[config.mk]
export PLATFORM = sky130hd
export DESIGN_NAME = sts_ctrl
export DESIGN_NICKNAME = d
export VERILOG_FILES = /design/src/sv/sts_pkg.sv /design/src/sv/sts_ctrl.sv
export SDC_FILE = /design/constraint.sdc
export NUM_CORES = 1
export LEC_CHECK = 0
export ABC_AREA = 1
export BUFFER_PORTS_ARGS = -buffer_cell sky130_fd_sc_hd__buf_4
export CORE_UTILIZATION = 40
export CTS_CLUSTER_DIAMETER = 60
export DETAILED_ROUTE_END_ITERATION = 6
export PLACE_DENSITY_LB_ADDON = 0.05
export SYNTH_ARGS = -nofsm -noshare
export SYNTH_HDL_FRONTEND = slang
export SYNTH_SLANG_ARGS = --single-unit
[constraint.sdc]
create_clock -name clk -period 1.8 [get_ports clk]
set_input_delay 0 -clock clk [delete_from_list [all_inputs] [get_ports clk]]
set_output_delay 0 -clock clk [all_outputs]
set_load 0.01 [all_outputs]
[src/sv/sts_pkg.sv]
// ---------------------------------------------------------------------------
// sts_pkg: shared types and constants of the styled text segmenter
// Command and status types between controller and datapath, byte constants
// and the format-code helpers used while scanning segment bytes.
// ---------------------------------------------------------------------------
`default_nettype none

package sts_pkg;

    localparam int WINDOW_DEPTH_DEFAULT = 1024;
    localparam int MAX_RESULTS          = 16;
    localparam logic [9:0] MAX_BODY_RESET = 10'd1000;

    localparam logic [7:0] BYTE_SECTION_LEAD = 8'hC2;
    localparam logic [7:0] BYTE_SECTION_TAIL = 8'hA7;
    localparam logic [7:0] BYTE_NEWLINE      = 8'h0A;
    localparam logic [7:0] UTF8_CONT_MASK    = 8'hC0;
    localparam logic [7:0] UTF8_CONT_VALUE   = 8'h80;

    localparam logic [7:0] CODE_RESET     = "r";
    localparam logic [7:0] CODE_BOLD      = "l";
    localparam logic [7:0] CODE_ITALIC    = "o";
    localparam logic [7:0] CODE_UNDERLINE = "n";
    localparam logic [7:0] CODE_STRIKE    = "m";
    localparam logic [7:0] CODE_OBFUSCATE = "k";

    localparam int FLAG_BOLD      = 0;
    localparam int FLAG_ITALIC    = 1;
    localparam int FLAG_UNDERLINE = 2;
    localparam int FLAG_STRIKE    = 3;
    localparam int FLAG_OBFUSCATE = 4;

    typedef enum logic [4:0] {
        S_IDLE,
        S_EMPTY,
        S_CHECK,
        S_WALK_REQ,
        S_WALK_USE,
        S_SEC_USE0,
        S_SEC_USE1,
        S_ZFIX,
        S_NL_REQ,
        S_NL_USE,
        S_CUT_EMIT,
        S_SCAN_REQ,
        S_SCAN_USE,
        S_CONSUME,
        S_FINAL,
        S_FLUSH
    } sts_state_t;

    typedef enum logic [4:0] {
        OP_NONE,
        OP_ACCEPT,
        OP_CUT_START,
        OP_READ_POS,
        OP_POS_DEC,
        OP_READ_POS_M2,
        OP_READ_POS_M1,
        OP_POS_SUB2,
        OP_ZFIX,
        OP_READ_IDX_M1,
        OP_NL_HIT,
        OP_IDX_DEC,
        OP_PUSH_CUT,
        OP_READ_IDX,
        OP_SCAN_STEP,
        OP_CONSUME,
        OP_PUSH_FINAL,
        OP_MARK_END,
        OP_PUSH_EMPTY,
        OP_FLUSH
    } sts_op_t;

    typedef struct packed {
        sts_op_t op;
    } sts_cmd_t;

    typedef struct packed {
        logic cut_needed;
        logic limit_lt_n;
        logic pos_zero;
        logic rd_cont;
        logic rd_fmt_cut;
        logic rd_lead;
        logic rd_tail;
        logic rd_newline;
        logic idx_zero;
        logic idx_at_chunk;
        logic can_push;
        logic pend_valid;
        logic out_free;
        logic last;
        logic in_empty;
        logic final_seg;
    } sts_status_t;

    function automatic logic [7:0] to_lower_code(input logic [7:0] c);
        if (c >= "A" && c <= "Z") begin
            return c + 8'h20;
        end
        return c;
    endfunction

    function automatic logic is_color_code(input logic [7:0] lc);
        return (lc >= "0" && lc <= "9") || (lc >= "a" && lc <= "g");
    endfunction

    function automatic logic is_format_code(input logic [7:0] c);
        logic [7:0] lc;
        lc = to_lower_code(c);
        return is_color_code(lc) || (lc >= "k" && lc <= "o") || lc == CODE_RESET;
    endfunction

endpackage

`default_nettype wire

[src/sv/sts_ctrl.sv]
// ---------------------------------------------------------------------------
// sts_ctrl: segmenter controller
// Sequences accept, cut search, newline search, style scan and result
// hand-off by issuing one datapath command per cycle, or none while it waits.
// ---------------------------------------------------------------------------
`default_nettype none

module sts_ctrl (
    input  wire logic                clk,
    input  wire logic                rst_n,
    input  wire logic                in_valid,
    output logic                     in_ready,
    input  wire sts_pkg::sts_status_t status,
    output sts_pkg::sts_cmd_t        cmd
);

    sts_pkg::sts_state_t state_reg;
    sts_pkg::sts_state_t state_next;

    always_ff @(posedge clk or negedge rst_n)
    begin
        if (!rst_n)
        begin
            state_reg <= sts_pkg::S_IDLE;
        end
        else
        begin
            state_reg <= state_next;
        end
    end

    always_comb
    begin
        state_next = state_reg;
        cmd.op     = sts_pkg::OP_NONE;
        in_ready   = 1'b0;
        unique case (state_reg)
            sts_pkg::S_IDLE:
            begin
                in_ready = 1'b1;
                if (in_valid)
                begin
                    cmd.op     = sts_pkg::OP_ACCEPT;
                    state_next = status.in_empty ? sts_pkg::S_EMPTY : sts_pkg::S_CHECK;
                end
            end
            sts_pkg::S_EMPTY:
            begin
                if (status.can_push)
                begin
                    cmd.op     = sts_pkg::OP_PUSH_EMPTY;
                    state_next = sts_pkg::S_FLUSH;
                end
            end
            sts_pkg::S_CHECK:
            begin
                priority if (status.cut_needed)
                begin
                    cmd.op     = sts_pkg::OP_CUT_START;
                    state_next = status.limit_lt_n ? sts_pkg::S_WALK_REQ : sts_pkg::S_ZFIX;
                end
                else if (status.last)
                begin
                    state_next = sts_pkg::S_FINAL;
                end
                else if (status.pend_valid)
                begin
                    state_next = sts_pkg::S_FLUSH;
                end
                else
                begin
                    state_next = sts_pkg::S_IDLE;
                end
            end
            sts_pkg::S_WALK_REQ:
            begin
                if (status.pos_zero)
                begin
                    state_next = sts_pkg::S_ZFIX;
                end
                else
                begin
                    cmd.op     = sts_pkg::OP_READ_POS;
                    state_next = sts_pkg::S_WALK_USE;
                end
            end
            sts_pkg::S_WALK_USE:
            begin
                // Back off continuation bytes, then off a split section code.
                priority if (status.rd_cont)
                begin
                    cmd.op     = sts_pkg::OP_POS_DEC;
                    state_next = sts_pkg::S_WALK_REQ;
                end
                else if (status.rd_fmt_cut)
                begin
                    cmd.op     = sts_pkg::OP_READ_POS_M2;
                    state_next = sts_pkg::S_SEC_USE0;
                end
                else
                begin
                    state_next = sts_pkg::S_ZFIX;
                end
            end
            sts_pkg::S_SEC_USE0:
            begin
                if (status.rd_lead)
                begin
                    cmd.op     = sts_pkg::OP_READ_POS_M1;
                    state_next = sts_pkg::S_SEC_USE1;
                end
                else
                begin
                    state_next = sts_pkg::S_ZFIX;
                end
            end
            sts_pkg::S_SEC_USE1:
            begin
                if (status.rd_tail)
                begin
                    cmd.op = sts_pkg::OP_POS_SUB2;
                end
                state_next = sts_pkg::S_ZFIX;
            end
            sts_pkg::S_ZFIX:
            begin
                cmd.op     = sts_pkg::OP_ZFIX;
                state_next = sts_pkg::S_NL_REQ;
            end
            sts_pkg::S_NL_REQ:
            begin
                if (status.idx_zero)
                begin
                    state_next = sts_pkg::S_CUT_EMIT;
                end
                else
                begin
                    cmd.op     = sts_pkg::OP_READ_IDX_M1;
                    state_next = sts_pkg::S_NL_USE;
                end
            end
            sts_pkg::S_NL_USE:
            begin
                if (status.rd_newline)
                begin
                    cmd.op     = sts_pkg::OP_NL_HIT;
                    state_next = sts_pkg::S_CUT_EMIT;
                end
                else
                begin
                    cmd.op     = sts_pkg::OP_IDX_DEC;
                    state_next = sts_pkg::S_NL_REQ;
                end
            end
            sts_pkg::S_CUT_EMIT:
            begin
                if (status.can_push)
                begin
                    cmd.op     = sts_pkg::OP_PUSH_CUT;
                    state_next = sts_pkg::S_SCAN_REQ;
                end
            end
            sts_pkg::S_SCAN_REQ:
            begin
                if (status.idx_at_chunk)
                begin
                    state_next = sts_pkg::S_CONSUME;
                end
                else
                begin
                    cmd.op     = sts_pkg::OP_READ_IDX;
                    state_next = sts_pkg::S_SCAN_USE;
                end
            end
            sts_pkg::S_SCAN_USE:
            begin
                cmd.op     = sts_pkg::OP_SCAN_STEP;
                state_next = sts_pkg::S_SCAN_REQ;
            end
            sts_pkg::S_CONSUME:
            begin
                cmd.op     = sts_pkg::OP_CONSUME;
                state_next = sts_pkg::S_CHECK;
            end
            sts_pkg::S_FINAL:
            begin
                if (status.final_seg)
                begin
                    if (status.can_push)
                    begin
                        cmd.op     = sts_pkg::OP_PUSH_FINAL;
                        state_next = sts_pkg::S_FLUSH;
                    end
                end
                else
                begin
                    cmd.op     = sts_pkg::OP_MARK_END;
                    state_next = sts_pkg::S_FLUSH;
                end
            end
            sts_pkg::S_FLUSH:
            begin
                priority if (!status.pend_valid)
                begin
                    state_next = sts_pkg::S_IDLE;
                end
                else if (status.out_free)
                begin
                    cmd.op     = sts_pkg::OP_FLUSH;
                    state_next = sts_pkg::S_IDLE;
                end
                else
                begin
                    state_next = sts_pkg::S_FLUSH;
                end
            end
            default:
            begin
                state_next = sts_pkg::S_IDLE;
            end
        endcase
    end

endmodule

`default_nettype wire

==> metrics list, run 1 <==
* Status: finished, final reports clean
- After detailed routing, the number of vias per cell comes to 5.115.
* Int Power: about 0.43 mW
* Total wire length after detailed routing: 2360 µm
- Die height: 45.50 µm
- Die area: roughly 2100 µm²
- IR analysis of the VDD net gives a maximum drop of 0.4645 mV.
- Setup repair after global routing missed its margin: yes
* Growth of design area from synthesis to finish: 34.55%
- After detailed routing, the average wire length per cell comes to 11.80 µm.
- Register-to-Register Path Depth: 9
* Share of post-route cells with drive strength above 1: 25.14%
- The number of antenna violations at the first check in global routing came to 0.
- # nets final: 195
- After synthesis the netlist holds a flip-flop and latch count of 5.
* Power density over cell area: between 800 and 900 nW/µm²
* Critical register-to-register path startpoint: state_reg[4]$_DFFE_PN0P_
- Leading cell type in the layout, fill and taps excluded: nand2_1
* Net switching power: roughly 0.47 mW
- Total number of yosys warnings: 0
- Number of top-level pins: 25
* Num CTS Buffers: 3
* Reported leakage power: approximately 0.6 nW
- The worst setup path is launched from a flop.
* Final cell count without fillers: 200
* Last weighted congestion value of the routability-driven placer: 0.9201
- Placement-stage cell area: 963.4 µm²
* Pin count of the biggest net entering global routing: 11
- For the worst setup path, the data arrival time is between 1500 and 2000 ps.
* Layout Utilization: 58.35%
- TritonCTS sink count: 5
- With fillers left out, the area of the finished cells amounts to 1018 µm².
- Clock network power share: 15.4%
- Port buffering added 24 buffers.
- Of all nets on the critical path, the largest fanout is 10.
- Number of cells produced by synthesis: 147
- 0 antenna diodes ended up in the layout.
- Combinational share of power: 61.4%
* Initial Utilization: between 40% and 50%
- The total overflow left after global routing is 0.
- Latest clock arrival within the worst-skew pair: between 200 and 300 ps
- Most frequent cells in the layout: nand2_1, nor2_1, buf_4
- Switching Share: 52.16%
- Count of unique library cells instantiated by Yosys: 20
* Largest register FFs: 5
- The hold violation total from the final report is 0.
* Reg-to-Reg End: state_reg[0]$_DFFE_PN0P_
- Vias after detailed routing: between 1000 and 1500
* First-pass GRT wire length: 3788 µm
* Count of nets left with antenna violations after detail routing: 0
- Mean instance size in the synthesized netlist: 5.149 µm²
* Setup violations, final: 0
- Clock transition at path regs: ~50 ps
* Reg-to-reg slack, setup: around 330 ps
- Of the available clock period, the critical path in the final layout requires around 96%.
* Number of cells after detailed placement: around 200
- CP Data Required Time: 1800 ps
* Max-cap violations: 0
* Horizontal die dimension: 45.50 µm
- CTS built an H-tree with a depth of 1.
* Endpoint class of the critical path: primary output
- The min-delay analysis places its worst path in the category in -> async.
- In this run the deepest clock path goes through 2 buffers.
- Clock tree synthesis selected as its root buffer the cell clkbuf_4.
- Count of TritonRoute iterations in the first routing pass: 4
* TritonCTS clock tree: done
* FILL cells: between 150 and 200
- In this run, the number of DRC markers left after iteration 0 of detailed routing was 55.
- Register area share after synthesis: 16.53%
- Cell area after synthesis: 757.0 µm²
- In the routed design, unresolved DRC markers number 0.
- The via count of the first global-routing pass was 856.
* Nets in the synthesized netlist: 166
* Number of max-slew violations in the final report: 0
- Global routing usage summed across all routing layers: approximately a quarter
- Path type of the worst setup path: reg -> out
- The clock arrives with ~4.8 ps of skew.
* Core box area: around 1700 µm²
- Post-CTS timing repair inserted 0 buffers for setup.
- Final critical-path required period: between 1500 and 2000 ps
* Maximum frequency from static timing analysis: 0.5809 GHz
- Final HPWL DP: between 1500 and 2000 µm
* Placement Rows: 15
- Per report_power, the sequential group accounts for 23.2% of the total.
[power groups by stage]
| stage | sequential [mW] | combinational (mW) | clock [mW] |
|---|---|---|---|
| floorplan | 0.182 | 0.370 | 0 |
| global placement | 0.205 | 0.538 | 0 |
| detailed placement | 0.208 | 0.531 | 0 |
| CTS | 0.206 | 0.535 | 0.143 |
| global route | 0.217 | 0.622 | 0.149 |
| finish | 0.210 | 0.556 | 0.140 |
[layer usage]
| metal | track usage [%] | part of all wire (%) |
|---|---|---|
| met4 | 15.15 | 3.6 |
| met1 | 35.25 | 44 |
| met2 | 38.86 | 44 |
| met5 | 0 | 0 |
| met3 | 5.556 | 8.8 |
[layout make-up]
class | instances | area (µm²) | area share, %
Clock buffer | 4 | 26.28 | 2.580
Timing Repair Buffer | 25 | 190.2 | 18.67
Inverter | 27 | 101.3 | 9.951
Tap cell | 25 | 31.28 | 3.071
Multi-Input combinational cell | 114 | 543.0 | 53.32
Sequential cell | 5 | 126.4 | 12.41
[how the worst max path moves through the flow]
stage	cells past startpoint	slack, ps	endpoint	from
floorplan	8	560	state_reg[1]$_DFFE_PN0P_	state_reg[4]$_DFFE_PN0P_
global placement	9	260	state_reg[0]$_DFFE_PN0P_	state_reg[4]$_DFFE_PN0P_
detailed placement	8	280	cmd[0]	state_reg[4]$_DFFE_PN0P_
CTS	8	5	cmd[0]	state_reg[4]$_DFFE_PN0P_
global route	8	-10	cmd[0]	state_reg[4]$_DFFE_PN0P_
finish	8	80	cmd[0]	state_reg[4]$_DFFE_PN0P_
[cell families after synthesis]
family,Yosys count,synth area share [%]
compound gates,13,9.587
flops,5,16.53
buf+inv,28,14.05
simple gates,100,59.34
other cells,1,0.4954
[cells in the mapped netlist (all sizes together)]
master / count / area [µm²]
a21oi: 2 / 10.01
o211ai: 1 / 7.510
dfrtp: 5 / 125.1
inv: 27 / 101.3
nand4: 10 / 62.56
a31oi: 1 / 6.260
nand2: 40 / 152.6
nor3b: 1 / 7.510
nand3: 10 / 50.05
o21ai: 8 / 40.03
buf: 1 / 5.000
nor2: 35 / 156.4
nor3: 4 / 20.02
conb: 1 / 3.750
o2111ai: 1 / 8.760
[critical path, cell delays in order (launching register included)]
cell and delay (ps):
dfrtp_1 410, inv_2 170, nand3_1 220, nor2_4 190, nand2_1 110, o21ai_0 100
nor2_1 60, nand4_1 80, buf_4 120
[through the flow]
| stage | TNS, ps | hold WS, ps | total power [mW] | worst slack, ps |
|---|---|---|---|---|
| finish | 0 | 75.71 | 0.9060 | 78.39 |
| global route | -9.847 | 90.21 | 0.9872 | -9.847 |
| detailed placement | 0 | -197.9 | 0.7389 | 282.5 |
| CTS | 0 | 72.98 | 0.8839 | 4.962 |
| floorplan | 0 | -295.6 | 0.5525 | 562.5 |
| global placement | 0 | -198.4 | 0.7434 | 264.6 |
[what timing repair did]
action | CTS | global route
setup endpoints to repair | 0 | 3
gates resized for setup | 0 | 7
hold buffers | 1 | 0
hold endpoints to repair | 5 | 0
(Power assumes the default switching activity.)
==> inputs of run 2 (changes only) <==
PLACE_DENSITY_LB_ADDON = 0.1   (was 0.05)
==> metrics list, run 2 (synthesis results as in run 1) <==
* Switching Share: 51.22% (-0.94 points)
* Delay of the slowest critical-path stage: 430 ps (+20 ps)
- Slack of the critical path: 114.5 ps (+36.12 ps)
- Maximum frequency from static timing analysis: 0.5933 GHz (+2.1%)
* Critical register-to-register path startpoint: state_reg[3]$_DFFE_PN0P_
- The total leakage power is 0.5902 nW (+0.15%).
* Buffers from clock root to sink, at most: 2 (unchanged)
- The initial core utilization came to 43.37% (unchanged).
- The worst setup path is captured at a primary output.
- The I/O pin count was 25 (unchanged).
- Pin count of the biggest net entering global routing: 11 (unchanged)
- Growth of design area from synthesis to finish: 32.73%
- Final design area excluding fillers: 1005 µm² (-1.4%)
* Core box area: 1745 µm² (unchanged)
* Number of levels in the clock H-tree: 1 (unchanged)
- The min-delay analysis places its worst path in the category in -> async.
- The routability congestion estimate from global placement was 0.9213 (+0.13%).
- TritonCTS built the clock tree.
* Global routing usage summed across all routing layers: 22.45% (-4.0 points)
- FILL cells: 202 (+5.8%)
* Reg-to-reg slack, setup: 290 ps (-40 ps)
- Max Fanout on Critical Path: 6 (-4)
- The clock transition at the registers of the reported paths is 40 ps (about the same).
- Post-route clock period utilization: 93.64% (-2.0 points)
- Vias in the first global route: 854 (-0.23%)
* Share of post-route cells with drive strength above 1: 24.00% (-1.1 points)
* Latest clock arrival within the worst-skew pair: 230 ps (-30 ps)
* Diodes inserted: 0 (unchanged)
* Path type of the worst setup path: reg -> out
- Count of nets left with antenna violations after detail routing: 0 (unchanged)
* Final routed DRC violation total: 0 (unchanged)
- The path depth of the worst reg2reg path came to 8 (-1).
- The share of power burned in the clock network came to 14.1% (-1.3 points).
- The sequential cell fraction of total power was 23.8% (+0.6 points).
- The slowest stage of the critical path belongs to the cell dfrtp_1.
- Most frequent cells in the layout: nand2_1, nor2_1, buf_4
* Series of cell instances along the critical path: nor2_1 -> nand2_1 -> nor2_2 -> inv_1 -> o21ai_1 -> nor3_1 -> nand3_1 -> buf_4
- Count of final hold-check violations: 0 (unchanged)
* Net switching power: 0.4493 mW (-4.9%)
* Final HPWL DP: 1898 µm (+0.26%)
* Root buf cell: clkbuf_4
- Die height: 45.50 µm (unchanged)
* Combinational share of power: 62.1% (+0.7 points)
- The number of buffers inserted by port buffering came to 24 (unchanged).
* Final Skew: 1.351 ps (-3.464 ps)
- The average wire per standard cell was 11.07 µm (-6.2%).
- Number of max-slew violations in the final report: 0 (unchanged)
- The design internal power was 0.4278 mW (-1.3%).
- Pre-CTS setup slack: 282.6 ps (+0.07600 ps)
* Status: finished, final reports clean
- Critical path arrival: 1690 ps (-30 ps)
- Routed vias/inst: 5.030 (-1.7%)
- The worst register-to-register path ends at state_reg[1]$_DFFE_PN0P_.
* Number of antenna violations at the first check in global routing: 0 (unchanged)
- Count of TritonRoute iterations in the first routing pass: 4 (unchanged)
- Iter 0 DRT Violations: 19 (-65%)
* Leftover overflow at the end of global routing: 0 (unchanged)
- The worst endpoint required time came to 1800 ps (about the same).
* Total power: 0.8771 mW (-3.2%)
- Setup repair after global routing missed its margin: no
* # nets final: 195 (unchanged)
- Max-cap violations: 0 (unchanged)
* Leading cell type in the layout, fill and taps excluded: nand2_1
- Setup Fix Bufs, Post-CTS: 0 (unchanged)
- The count of clock tree sinks is 5 (unchanged).
* Startpoint type of the worst setup path: flop
- Final critical-path required period: 1685 ps (-36.12 ps)
* Largest register FFs: 5 (unchanged)
- Setup violations, final: 0 (unchanged)
- Placement-stage cell area: 963.4 µm² (unchanged)
- The cell area power density came to 873.0 nW/µm² (-1.9%).
* Final cell count without fillers: 200 (unchanged)
* Die area: 2070 µm² (unchanged)
* First-pass GRT wire length: 3477 µm (-8.2%)
* IR Drop Worst-Case VDD: 0.7830 mV (+69%)
- The total CTS buffers came to 3 (unchanged).
- Total wire length after detailed routing: 2214 µm (-6.2%)
- Number of cells after detailed placement: 195 (unchanged)
- The total negative setup slack came to 0 ps (unchanged).
* Placement Rows: 15 (unchanged)
- Vias after detailed routing: 1006 (-1.7%)
- Horizontal die dimension: 45.50 µm (unchanged)
-- run 2: cell counts in the layout (fill, tap and decap cells not counted) --
Identical to the previous run, type by type.
-- run 2: routing by layer --
| layer | GRT usage (%) | vias up | part of all wire [%] |
|---|---|---|---|
| met2 | 36.86 | 45 | 46 |
| li1 | - | 522 | - |
| met5 | 0 | - | 0 |
| met1 | 32.37 | 437 | 47 |
| met3 | 1.587 | 2 | 6.4 |
| met4 | 3.636 | 0 | 0.63 |
-- run 2: area by class of cell --
| type | count | area [µm²] | share of cell area (%) |
|---|---|---|---|
| inverter | 27 | 101.3 | 10.09 |
| multi-input combinational | 114 | 530.5 | 52.80 |
| clock buffer | 4 | 26.28 | 2.615 |
| tap | 25 | 31.28 | 3.113 |
| sequential | 5 | 125.1 | 12.45 |
| timing repair buffer | 25 | 190.2 | 18.93 |
-- run 2: worst max-delay path by stage --
stage | start | end | slack (ps) | cells after the start
3_5_place_dp | state_reg[3]$_DFFE_PN0P_ | cmd[1] | 280 | 8
3_3_place_gp | state_reg[3]$_DFFE_PN0P_ | cmd[1] | 260 | 8
5_1_grt | state_reg[3]$_DFFE_PN0P_ | cmd[1] | 30 | 8
2_1_floorplan | state_reg[4]$_DFFE_PN0P_ | state_reg[1]$_DFFE_PN0P_ | 560 | 8
4_1_cts | state_reg[3]$_DFFE_PN0P_ | cmd[1] | 30 | 8
6_report | state_reg[3]$_DFFE_PN0P_ | cmd[1] | 110 | 8
-- run 2: power by group through the flow --
stage               logic [mW]  registers (mW)  clock network (mW)
floorplan                0.370           0.182                   0
global placement         0.529           0.209                   0
CTS                      0.532           0.207               0.124
finish                   0.545           0.209               0.124
detailed placement       0.529           0.209                   0
global route             0.603           0.218               0.132
-- run 2: per-stage QoR --
stage,hold WS (ps),utilization (%)
6_report,106.0,57.56
3_5_place_dp,-196.9,55.20
5_1_grt,109.8,57.56
3_3_place_gp,-197.6,55.20
2_1_floorplan,-295.6,-
4_1_cts,109.2,57.28
-- run 2: worst max-delay path: cells and delay by family, from the launching register on --
| family | cells | cell delay, ps |
|---|---|---|
| and+or+nand+nor | 5 | 680 |
| DFF | 1 | 430 |
| buffers and inverters | 2 | 180 |
| AOI/OAI and AO/OA | 1 | 170 |
-- run 2: repair_timing --
action | CTS | global route
hold buffers | 1 | 0
endpoints found under the setup margin | 0 | 2
resized for setup | 0 | 3
hold endpoints to repair | 5 | 0
